$ cat config.mk
export PLATFORM = sky130hd
export DESIGN_NAME = npc_cell
export DESIGN_NICKNAME = d
export VERILOG_FILES = /design/src/rtl/npc_pkg.sv /design/src/rtl/npc_cell.sv
export SDC_FILE = /design/constraint.sdc
export NUM_CORES = 1
export LEC_CHECK = 0
export CORE_UTILIZATION = 46
export DETAILED_ROUTE_END_ITERATION = 8
export DONT_BUFFER_PORTS = 1
export HOLD_SLACK_MARGIN = 0.15
export SLEW_MARGIN = 15
export SYNTH_ARGS = -nofsm -noshare
export SYNTH_HDL_FRONTEND = slang
export SYNTH_SLANG_ARGS = --single-unit
$ cat constraint.sdc
create_clock -name i_clk -period 11.9 [get_ports i_clk]
set_input_delay 1.785 -clock i_clk [delete_from_list [all_inputs] [get_ports i_clk]]
set_output_delay 1.785 -clock i_clk [all_outputs]
set_load 0.005 [all_outputs]
$ cat src/rtl/npc_pkg.sv
// Shared types and helpers for the nearest palette color search.
// Holds the stage record that travels down the cell chain and the distance function.
package npc_pkg;

    localparam int COMP_W  = 8;
    localparam int INDEX_W = 8;
    localparam int DIST_W  = 18;
    localparam int COLOR_W = 3 * COMP_W;

    localparam logic             OP_WRITE   = 1'b0;
    localparam logic             OP_PIXEL   = 1'b1;
    localparam logic [DIST_W-1:0] DIST_START = {DIST_W{1'b1}};

    typedef struct packed {
        logic               valid;
        logic               write;
        logic [INDEX_W-1:0] entry_index;
        logic [COMP_W-1:0]  red;
        logic [COMP_W-1:0]  green;
        logic [COMP_W-1:0]  blue;
        logic               clear;
        logic [DIST_W-1:0]  best_dist;
        logic [INDEX_W-1:0] best_index;
        logic [DIST_W-1:0]  pend_dist;
    } t_stage;

    function automatic logic [2*COMP_W-1:0] comp_sq(
        input logic [COMP_W-1:0] a,
        input logic [COMP_W-1:0] b
    );
        logic [COMP_W-1:0] d;
        d = (a > b) ? (a - b) : (b - a);
        return d * d;
    endfunction

    function automatic logic [DIST_W-1:0] npc_dist(
        input logic [COMP_W-1:0]  r,
        input logic [COMP_W-1:0]  g,
        input logic [COMP_W-1:0]  b,
        input logic [COLOR_W-1:0] entry
    );
        logic [DIST_W-1:0] sr;
        logic [DIST_W-1:0] sg;
        logic [DIST_W-1:0] sb;
        sr = DIST_W'(comp_sq(r, entry[3*COMP_W-1:2*COMP_W]));
        sg = DIST_W'(comp_sq(g, entry[2*COMP_W-1:COMP_W]));
        sb = DIST_W'(comp_sq(b, entry[COMP_W-1:0]));
        return sr + sg + sb;
    endfunction

endpackage

$ cat src/rtl/npc_cell.sv
// One search cell: holds one palette entry, measures the passing pixel against it
// and folds the previous cell's distance into the running best. Uses npc_pkg.
module npc_cell #(
    parameter int CELL_INDEX = 1
) (
    input  logic            i_clk,
    input  logic            i_rst_n,
    input  logic            i_adv,
    input  npc_pkg::t_stage i_prev,
    output npc_pkg::t_stage o_stage
);
    import npc_pkg::*;

    localparam logic [INDEX_W-1:0] ENTRY_IDX = INDEX_W'(CELL_INDEX);
    localparam logic [INDEX_W-1:0] PEND_IDX  = INDEX_W'(CELL_INDEX - 1);
    localparam bit                 PEND_LIVE = (CELL_INDEX > 1);

    logic [COLOR_W-1:0] r_entry;
    t_stage             r_stage;
    t_stage             n_stage;

    always_comb begin
        n_stage = i_prev;
        n_stage.pend_dist = npc_dist(i_prev.red, i_prev.green, i_prev.blue, r_entry);
        if (PEND_LIVE && (i_prev.pend_dist < i_prev.best_dist)) begin
            n_stage.best_dist  = i_prev.pend_dist;
            n_stage.best_index = PEND_IDX;
        end
    end

    // entry has no reset: contents undefined until written
    always_ff @(posedge i_clk) begin
        if (i_adv && i_prev.valid && i_prev.write && (i_prev.entry_index == ENTRY_IDX)) begin
            r_entry <= {i_prev.red, i_prev.green, i_prev.blue};
        end
    end

    always_ff @(posedge i_clk) begin
        if (!i_rst_n) begin
            r_stage.valid <= 1'b0;
        end else if (i_adv) begin
            r_stage <= n_stage;
        end
    end

    assign o_stage = r_stage;

endmodule

## After elaboration in Yosys (flattened, before gate mapping)

Index checks and enable logic that the tools add are counted.

- Register bits after elaboration: 103
- Bits of input ports: 82
- Output and inout bits: 79
- Word-level logic and storage cells: 33

- Mux-type cells: 3
- Add/subtract/negate cells: 8
- Eq/ne operators: 1
- $lt $le $gt $ge: 3
- Reduce and logical (&&, ||, !) cells: 4
- Multiply operators: 3

Operator list:

| operator | number |
|---|---|
| $mul 8x8->16 | 3 |
| $sub 8x8->8 | 6 |
| $gt 8x8->1 | 3 |
| $mux 8 | 3 |
| $add 17x16->18 | 1 |
| $add 16x16->17 | 1 |
| $eq 8x1->1 const B | 1 |
| $logic_and 1x1->1 | 3 |
| $reduce_and 2->1 | 1 |

## Logic depth before layout (Yosys ltp)

Gate-level depths: netlist of run 1.

- Depth in word-level cells: 5
- Gate-level depth with buffers: 34
- Depth with buffers taken out: 33

## Least setup slack after synthesis of run 1

No wires, ideal clock.

- Kind: input port to flip-flop
- From: input i_prev[61] (netlist name)
- To: register r_stage, in the netlist o_stage[14] (data pin)
- Buffers on the path: 1
- Arrival time: 9.112 ns
- Slack: 2.523 ns
- Stages on the path: 30
- Data required time: 11.635 ns
- Setup time: 0.265 ns
- Path through: inv_1 > ha_1 > inv_1 > fa_1 > a21o_1 > a221o_1 > o311ai_1 > buf_6 > mux2i_1 > xor2_1 > nand2b_1 > inv_1 > fa_1 > inv_1 > fa_1 > fa_1 > inv_1 > fa_1 > inv_1 > fa_1 > fa_1 > inv_1 > fa_1 > ha_1 > a21oi_1 > o211ai_1 > a31o_2 > a21oi_1 > o21ai_0 > xor2_1

RTL lines:

| what | RTL line | RTL |
|---|---|---|
| start: declaration | npc_cell.sv:9 | `input npc_pkg::t_stage i_prev,` |
| end signal: assignment | npc_cell.sv:42 | `r_stage <= n_stage;` |
| end: declaration | npc_cell.sv:19 | `t_stage r_stage;` |

==> impl_summary.log, run 1 <==
INFO  metric run_status = finished clean
INFO  metric ant_nets = 0
INFO  metric core-area = 22570 um^2
INFO  metric cp_data_arrival_time = approximately 10 ns
INFO  metric globalRoute.totalOverflow = 0
INFO  metric dieArea = 23600 um^2
INFO  metric reg2reg_from = r_entry[16]
INFO  metric min_period_over_period = 83.00%
INFO  metric worst_ep_required_time = 12.01 ns
INFO  metric setup.worst_path.start_class = primary input
INFO  metric vias_per_cell = 4.997
INFO  metric drt_first_iter_violations = 271
INFO  metric worstReg2RegEnd = o_stage[15]
INFO  metric finalMaxSlewViolations = 0
INFO  metric holdPathStages = 2
INFO  metric area_fraction_in_compound_gates_after_synthesis = 6.757%
INFO  metric chipHeight = about 150 um
INFO  metric place.detailed.hpwl = 15620 um
INFO  metric route.detailed.drc = 0
INFO  metric synth_xor_xnor_area_share = about 3.1%
INFO  metric root_buffer_cell = sky130_fd_sc_hd__clkbuf_16
INFO  metric fill_cells = 2075
INFO  metric worst_stage_delay_on_the_critical_path = 0.61 ns
INFO  metric clkSinkCount = 103
INFO  metric critPathCaptureType = flop
INFO  metric ys_ff_latch = 103
INFO  metric detail_route.first_pass.iterations = 6
INFO  metric min_path_type = flop to flop
INFO  metric die_outline_width = 153.6 um
INFO  metric synth_edf_count = 102
INFO  metric critical_path.endpoint = o_stage[15]
INFO  metric async_flop_share = 0%
INFO  metric number_of_instances_in_the_synthesized_netlist = just under 1k
INFO  metric holdBufCountCts = 0
INFO  metric maxCapViolations = 0
INFO  metric post_route_cells_drive_above_1_share = 5.025%
INFO  metric critical_path_class = primary input to flop
INFO  metric cts.reportedPaths.clkPinSlew = ~0.080 ns
INFO  metric clock.fmax = 101.2 MHz
INFO  metric htreeDepth = 3
INFO  metric worstPathBufferInverterCount = 8
INFO  metric num-nets-final = 1335
INFO  metric critPathTopFamily = adder cells
INFO  metric cts.repair_timing.setup_buffer_count = 0
INFO  metric r2r.worst_path.cells = 30
INFO  metric number_of_library_cell_types_mapped_by_synthesis = 60
INFO  metric first_global_vias = 6805
INFO  metric timing.clock.skew = around 0.011 ns
INFO  metric timing.final.setup_violations = 0
INFO  metric critPathMostFrequentCell = sky130_fd_sc_hd__fa_1
INFO  metric cts-root-to-sink-buffers = 2
INFO  metric max_slew_margin = 29.73%
INFO  metric crit_path_max_fo = 12
INFO  metric grt_setup_unrepaired = false
INFO  metric netlist_area = 10570 um^2
INFO  metric grt_max_degree = 79
INFO  metric port_buffers = 0
INFO  metric synth.area.mux_share = 1.822%
INFO  metric worst_path_max_delay_cell = sky130_fd_sc_hd__xor2_1
INFO  metric n_antenna_cell = 0
INFO  metric layout_commonest_cell = sky130_fd_sc_hd__inv_1
INFO  metric clock_latency = 0.36 ns
INFO  metric post_synth.cell_area_avg = 10.72 um^2
INFO  metric routabilityCongestion = roughly 0.83
INFO  metric critical_path.startpoint = i_prev[61]
INFO  metric antenna_found_initial = 0
INFO  metric timing_hold_violations_final = 0
INFO  metric area.growth.synth_to_final = 6.331%
INFO  metric multi_input_area = 6416 um^2
INFO  metric post_synth_fa_ha_maj_area_fraction = 40.99%
INFO  metric initial_core_util = 46.85%
INFO  metric synth_top_family_by_area = adder cells
INFO  metric placementRows = 55
INFO  metric final.min_clock_period = 9.877 ns
INFO  metric layout.area.seq = 3083 um^2
INFO  metric yosys_warnings = 0
INFO  metric yosys.area_share.simple = around 8%
INFO  metric stages_on_worst_setup_path = 31
INFO  metric layout_common_cells = sky130_fd_sc_hd__inv_1, sky130_fd_sc_hd__fa_1, sky130_fd_sc_hd__ha_1
INFO  metric grt_pass1_wl = 33020 um
INFO  metric cts_tree = built
INFO  metric grt_usage = 17.71%
INFO  metric wire_per_inst = 14.88 um
INFO  metric ys.flop_type = sky130_fd_sc_hd__edfxtp_1
INFO  metric setup-tns-final = 0 ns
INFO  metric postRouteWirelength = 19040 um
INFO  metric post_cts_resize_count = 0
INFO  metric numCtsBuffers = 9
INFO  metric vias = 6396
INFO  metric synth.yosys.seq_area_share = between 20 and 30%
INFO  metric tightest_slew = approximately 1.1 ns
INFO  metric register_to_register_path_setup_slack = between 3 and 4 ns
INFO  metric io_count = 161
INFO  metric synthesis.nets = 1331
-- state kept, by name, summed over array words and instances, names as in the netlist --
name     flops
o_stage     79
r_entry     24
-- cells in the mapped netlist (3+ instances only) --
cell / number / area, um^2
sky130_fd_sc_hd__buf_2: 11 / 55.05
sky130_fd_sc_hd__a21oi_1: 37 / 185.2
sky130_fd_sc_hd__o21ai_1: 3 / 15.01
sky130_fd_sc_hd__or3_1: 4 / 25.02
sky130_fd_sc_hd__nor2b_1: 9 / 56.30
sky130_fd_sc_hd__clkbuf_1: 5 / 18.77
sky130_fd_sc_hd__and2_1: 5 / 31.28
sky130_fd_sc_hd__xnor2_1: 20 / 175.2
sky130_fd_sc_hd__nand2b_1: 19 / 118.9
sky130_fd_sc_hd__nand3_1: 4 / 20.02
sky130_fd_sc_hd__xor2_1: 15 / 131.4
sky130_fd_sc_hd__or2_2: 8 / 50.05
sky130_fd_sc_hd__a21o_1: 15 / 112.6
sky130_fd_sc_hd__a31oi_1: 3 / 18.77
sky130_fd_sc_hd__nor2_1: 73 / 274.0
sky130_fd_sc_hd__inv_1: 264 / 991.0
sky130_fd_sc_hd__nand4_1: 5 / 31.28
sky130_fd_sc_hd__ha_1: 124 / 1551
sky130_fd_sc_hd__nand2_1: 22 / 82.58
sky130_fd_sc_hd__o21bai_1: 7 / 52.55
sky130_fd_sc_hd__or2_1: 3 / 18.77
sky130_fd_sc_hd__o21ai_0: 19 / 95.09
sky130_fd_sc_hd__edfxtp_1: 102 / 3063
sky130_fd_sc_hd__nor3_1: 3 / 15.01
sky130_fd_sc_hd__a211oi_1: 5 / 37.54
sky130_fd_sc_hd__fa_1: 139 / 2783
sky130_fd_sc_hd__mux2i_1: 17 / 170.2
sky130_fd_sc_hd__and3_1: 4 / 25.02
-- logic make-up after synthesis --
logic type / after synthesis
mux: 19
fa+ha+maj: 263
simple gates: 170
flops: 103
buf+inv: 283
xor+xnor: 36
compound gates: 112
-- worst reg2reg max path: cells and delay by family (launching register included) --
kind                       cells  cell delay, ns
DFF                            1            0.37
xor gates and xnor gates       2            0.69
AOI/OAI and AO/OA              9            1.97
adders and majority gates     10            4.46
muxes                          1            0.25
and+or+nand+nor                1            0.24
buffers and inverters          7            0.58
-- area by class of cell --
type | count | share of cell area, %
multi-input combinational | 600 | 57.07
inverter | 266 | 8.880
clock buffer | 9 | 2.003
sequential | 103 | 27.42
clock inverter | 7 | 0.7901
timing repair buffer | 10 | 0.6677
tap | 285 | 3.172
-- metal layers --
layer / up-vias / part of all wire [%] / global-route usage (%)
met5: - / 0 / 0
met4: 0 / 0.94 / 3.667
met3: 9 / 4.1 / 3.044
met2: 125 / 50 / 31.15
met1: 3156 / 45 / 22.89
li1: 3106 / - / -
-- metrics by stage --
| step | instance area (um^2) | cells | utilization, % | setup slack [ns] | hold slack (ns) |
|---|---|---|---|---|---|
| 6_report | 11240 | 1280 | 49.81 | 2.023 | 0.5520 |
| 5_1_grt | 11240 | 1280 | 49.81 | 1.686 | 0.5643 |
| 4_1_cts | 11240 | 1280 | 49.81 | 2.095 | 0.5488 |
| 3_5_place_dp | 10930 | 1264 | 48.42 | 1.721 | 0.5351 |
| 3_3_place_gp | 10930 | 1264 | 48.42 | 1.736 | 0.5323 |
| 2_1_floorplan | 10570 | 986 | - | 2.523 | 0.5073 |
-- how the worst min path moves through the flow --
| stage | slack (ns) | end | from |
|---|---|---|---|
| final | 0.55 | o_stage[78] | o_stage[78] |
| after global routing | 0.56 | o_stage[78] | o_stage[78] |
| after CTS | 0.55 | o_stage[78] | o_stage[78] |
| after detailed placement | 0.54 | o_stage[78] | o_stage[78] |
| after global placement | 0.53 | o_stage[78] | o_stage[78] |
| after floorplan | 0.51 | o_stage[78] | o_stage[78] |
Power of run 1 is not shown: default switching activity piles up to over one toggle a cycle in this logic, so the estimate is an artifact.
==> run 2, diff against run 1 <==
- ABC_AREA: unset -> 1
- clock period: 11.9 -> 8.6 ns (I/O delays scaled with it)
==> run 2 against run 1 <==
  * Design area is 6.2% higher
  * Worst hold slack worse by 0.058 ns
  * Register-to-register slack worse by 2.0 ns
  * Synthesized cell count is 22% higher
  * Clock skew is 0.0034 ns lower
  * Worst setup slack worse by 1.5 ns
  * Highest routed layer unchanged
==> impl_summary.log, run 2 <==
INFO  metric synthesis.nets = 1545 (was 1331)
INFO  metric ys_ff_latch = 103 (unchanged)
INFO  metric globalRoute.totalOverflow = 0 (unchanged)
INFO  metric setup-tns-final = 0 ns (unchanged)
INFO  metric fill_cells = 2241 (was 2075)
INFO  metric grt_pass1_wl = 37880 um (was 33020 um)
INFO  metric min_period_over_period = between 90% and 100%
INFO  metric yosys_warnings = 0 (unchanged)
INFO  metric htreeDepth = 3 (unchanged)
INFO  metric vias_per_cell = 4.808 (was 4.997)
INFO  metric timing_hold_violations_final = 0 (unchanged)
INFO  metric io_count = 161 (unchanged)
INFO  metric grt_max_degree = 79 (unchanged)
INFO  metric area.growth.synth_to_final = 6.361% (was 6.331%)
INFO  metric ys.flop_type = sky130_fd_sc_hd__edfxtp_1 (unchanged)
INFO  metric timing.clock.skew = 0.008025 ns (was 0.01145 ns)
INFO  metric critPathCaptureType = flop (unchanged)
INFO  metric cts_tree = built (unchanged)
INFO  metric layout_commonest_cell = sky130_fd_sc_hd__inv_1 (unchanged)
INFO  metric n_antenna_cell = 0 (unchanged)
INFO  metric layout_common_cells = sky130_fd_sc_hd__inv_1, sky130_fd_sc_hd__nand2_1, sky130_fd_sc_hd__fa_1 (was sky130_fd_sc_hd__inv_1, sky130_fd_sc_hd__fa_1, sky130_fd_sc_hd__ha_1)
INFO  metric grt_setup_unrepaired = false (unchanged)
INFO  metric synth.yosys.seq_area_share = 27.45% (was 29.16%)
INFO  metric netlist_area = 11230 um^2 (was 10570 um^2)
INFO  metric worstPathBufferInverterCount = 10 (was 8)
INFO  metric placementRows = 56 (was 55)
INFO  metric port_buffers = 0 (unchanged)
INFO  metric setup.worst_path.start_class = primary input (unchanged)
INFO  metric clock.fmax = 124.3 MHz
INFO  metric place.detailed.hpwl = 18680 um (was 15620 um)
INFO  metric synthMostInstantiatedCell = sky130_fd_sc_hd__inv_1 (unchanged)
INFO  metric initial_core_util = 47.42% (was 46.85%)
INFO  metric clock_latency = 0.36 ns (about the same)
INFO  metric synth_commonest_cells = sky130_fd_sc_hd__inv_1, sky130_fd_sc_hd__nand2_1, sky130_fd_sc_hd__fa_1 (was sky130_fd_sc_hd__inv_1, sky130_fd_sc_hd__fa_1, sky130_fd_sc_hd__ha_1)
INFO  metric vias = 7370 (was 6396)
INFO  metric holdBufCountCts = 0 (unchanged)
INFO  metric dieArea = 25040 um^2 (was 23600 um^2)
INFO  metric critical_path_class = primary input to flop (unchanged)
INFO  metric layout.area.seq = 3083 um^2 (unchanged)
INFO  metric core-area = 23680 um^2 (was 22570 um^2)
INFO  metric numCtsBuffers = 9 (unchanged)
INFO  metric grt_usage = 19.66% (was 17.71%)
INFO  metric number_of_instances_in_the_synthesized_netlist = 1200 (was 986)
INFO  metric critPathMostFrequentCell = sky130_fd_sc_hd__inv_1 (was sky130_fd_sc_hd__fa_1)
INFO  metric synth_edf_count = 102 (unchanged)
INFO  metric postRouteWirelength = 22170 um (was 19040 um)
INFO  metric worst_case_hold_slack = 0.4935 ns (was 0.5520 ns)
INFO  metric drt_first_iter_violations = 404 (was 271)
INFO  metric max_slew_margin = 32.57% (was 29.73%)
INFO  metric root_buffer_cell = sky130_fd_sc_hd__clkbuf_16 (unchanged)
INFO  metric async_flop_share = 0% (unchanged)
INFO  metric clkSinkCount = 103 (unchanged)
INFO  metric min_path_type = flop to flop (unchanged)
INFO  metric worst_path_max_delay_cell = sky130_fd_sc_hd__fa_1 (was sky130_fd_sc_hd__xor2_1)
INFO  metric cts.repair_timing.setup_buffer_count = 0 (unchanged)
INFO  metric run_status = finished clean (unchanged)
INFO  metric number_of_library_cell_types_mapped_by_synthesis = 42 (was 60)
INFO  metric synth_top_cell_area_share = 27.27% (was 28.97%)
INFO  metric worst_ep_required_time = 8.72 ns (was 12.01 ns)
INFO  metric final_util = 50.44% (was 49.81%)
INFO  metric antenna_found_initial = 0 (unchanged)
INFO  metric tightest_slew = 1.011 ns (was 1.054 ns)
INFO  metric ant_nets = 0 (unchanged)
INFO  metric maxCapViolations = 0 (unchanged)
INFO  metric final.min_clock_period = 8.043 ns
INFO  metric critPathTopFamily = adder cells (unchanged)
INFO  metric first_global_vias = 7841 (was 6805)
INFO  metric die_outline_width = 158.3 um (was 153.6 um)
INFO  metric largest_reg_flops = 79 (unchanged)
INFO  metric routabilityCongestion = 0.8618 (was 0.8336)
INFO  metric worst_stage_delay_on_the_critical_path = 0.54 ns (was 0.61 ns)
INFO  metric detail_route.first_pass.iterations = 7 (was 6)
INFO  metric yosysTopAreaCell = sky130_fd_sc_hd__edfxtp_1 (unchanged)
INFO  metric route.detailed.drc = 0 (unchanged)
INFO  metric finalMaxSlewViolations = 0 (unchanged)
INFO  metric cts-root-to-sink-buffers = 2 (unchanged)
INFO  metric post_cts_resize_count = 0 (unchanged)
INFO  metric multi_input_area = 6874 um^2 (was 6416 um^2)
INFO  metric post_synth.cell_area_avg = 9.359 um^2 (was 10.72 um^2)
INFO  metric crit_path_max_fo = 9 (was 12)
INFO  metric num-nets-final = 1554 (was 1335)
INFO  metric cts.reportedPaths.clkPinSlew = 0.08 ns (about the same)
INFO  metric wire_per_inst = 14.46 um (was 14.88 um)
INFO  metric timing.final.setup_violations = 0 (unchanged)
INFO  metric post_route_cells_drive_above_1_share = 7.578% (was 5.025%)
INFO  metric cp_data_arrival_time = 8.16 ns (was 9.99 ns)
INFO  metric chipHeight = 158.3 um (was 153.6 um)
INFO  metric synth.top_cells.by_area = sky130_fd_sc_hd__edfxtp_1, sky130_fd_sc_hd__fa_1, sky130_fd_sc_hd__ha_1 (unchanged)
-- run 2: cell count changes after synthesis, sizes merged, moves of 6 or more --
cell / change
nor2b: -9
inv: +56
nand2b: -19
and2: -6
a21o: -10
or2: -9
nor2: +27
nand3: +35
xnor2: -8
nand2: +209
mux2i: -17
-- run 2: cell type report --
class	instances	share of cell area (%)
inverter	322	10.15
clock buffer	9	1.885
multi-input combinational	765	57.55
sequential	103	25.81
timing repair buffer	8	0.5028
tap	319	3.341
clock inverter	7	0.7646
-- run 2: path summary, 6_finish.rpt --
kind | from | slack, ns | depth (start not counted) | end
worst max-delay path | i_prev[61] | 0.56 | 34 | o_stage[17]
worst min-delay path | o_stage[78] | 0.49 | 2 | o_stage[78]
worst max register to register | r_entry[16] | 1.14 | 33 | o_stage[17]
worst min register to register | o_stage[78] | 0.49 | 2 | o_stage[78]
-- run 2: worst register-to-register path, delay by kind of cell, from the launching register on --
| kind | cells | cell delay, ns |
|---|---|---|
| flops | 1 | 0.37 |
| fa+ha+maj | 10 | 4.56 |
| buf+inv | 9 | 0.62 |
| compound gates | 4 | 0.61 |
| simple gates | 10 | 1.04 |
-- run 2: kinds of logic (layout without fill, tap and decap cells) --
kind of cell | after synthesis | after routing | synth area share (%)
simple gates | 387 | 387 | 15.55
fa+ha+maj | 263 | 263 | 38.59
compound gates | 85 | 85 | 4.679
xor+xnor | 30 | 30 | 2.340
buf+inv | 332 | 346 | 11.39
flops | 103 | 103 | 27.45
-- run 2: per-layer routing --
metal	GRT usage, %	part of all wire [%]	up-vias
met5	0	0	-
met4	5.037	2.0	0
met3	3.484	4.5	21
met2	35.96	51	157
met1	23.68	42	3520
li1	-	-	3672
-- run 2: stage by stage --
stage          instance area, um^2  instances  worst slack (ns)
3_5_place_dp                 11630       1517            0.1754
6_report                     11950       1533            0.5567
2_1_floorplan                11230       1200            0.7206
4_1_cts                      11950       1533            0.5454
5_1_grt                      11950       1533           0.04781
3_3_place_gp                 11630       1517            0.1690
Power of run 2 is left out for the same reason.
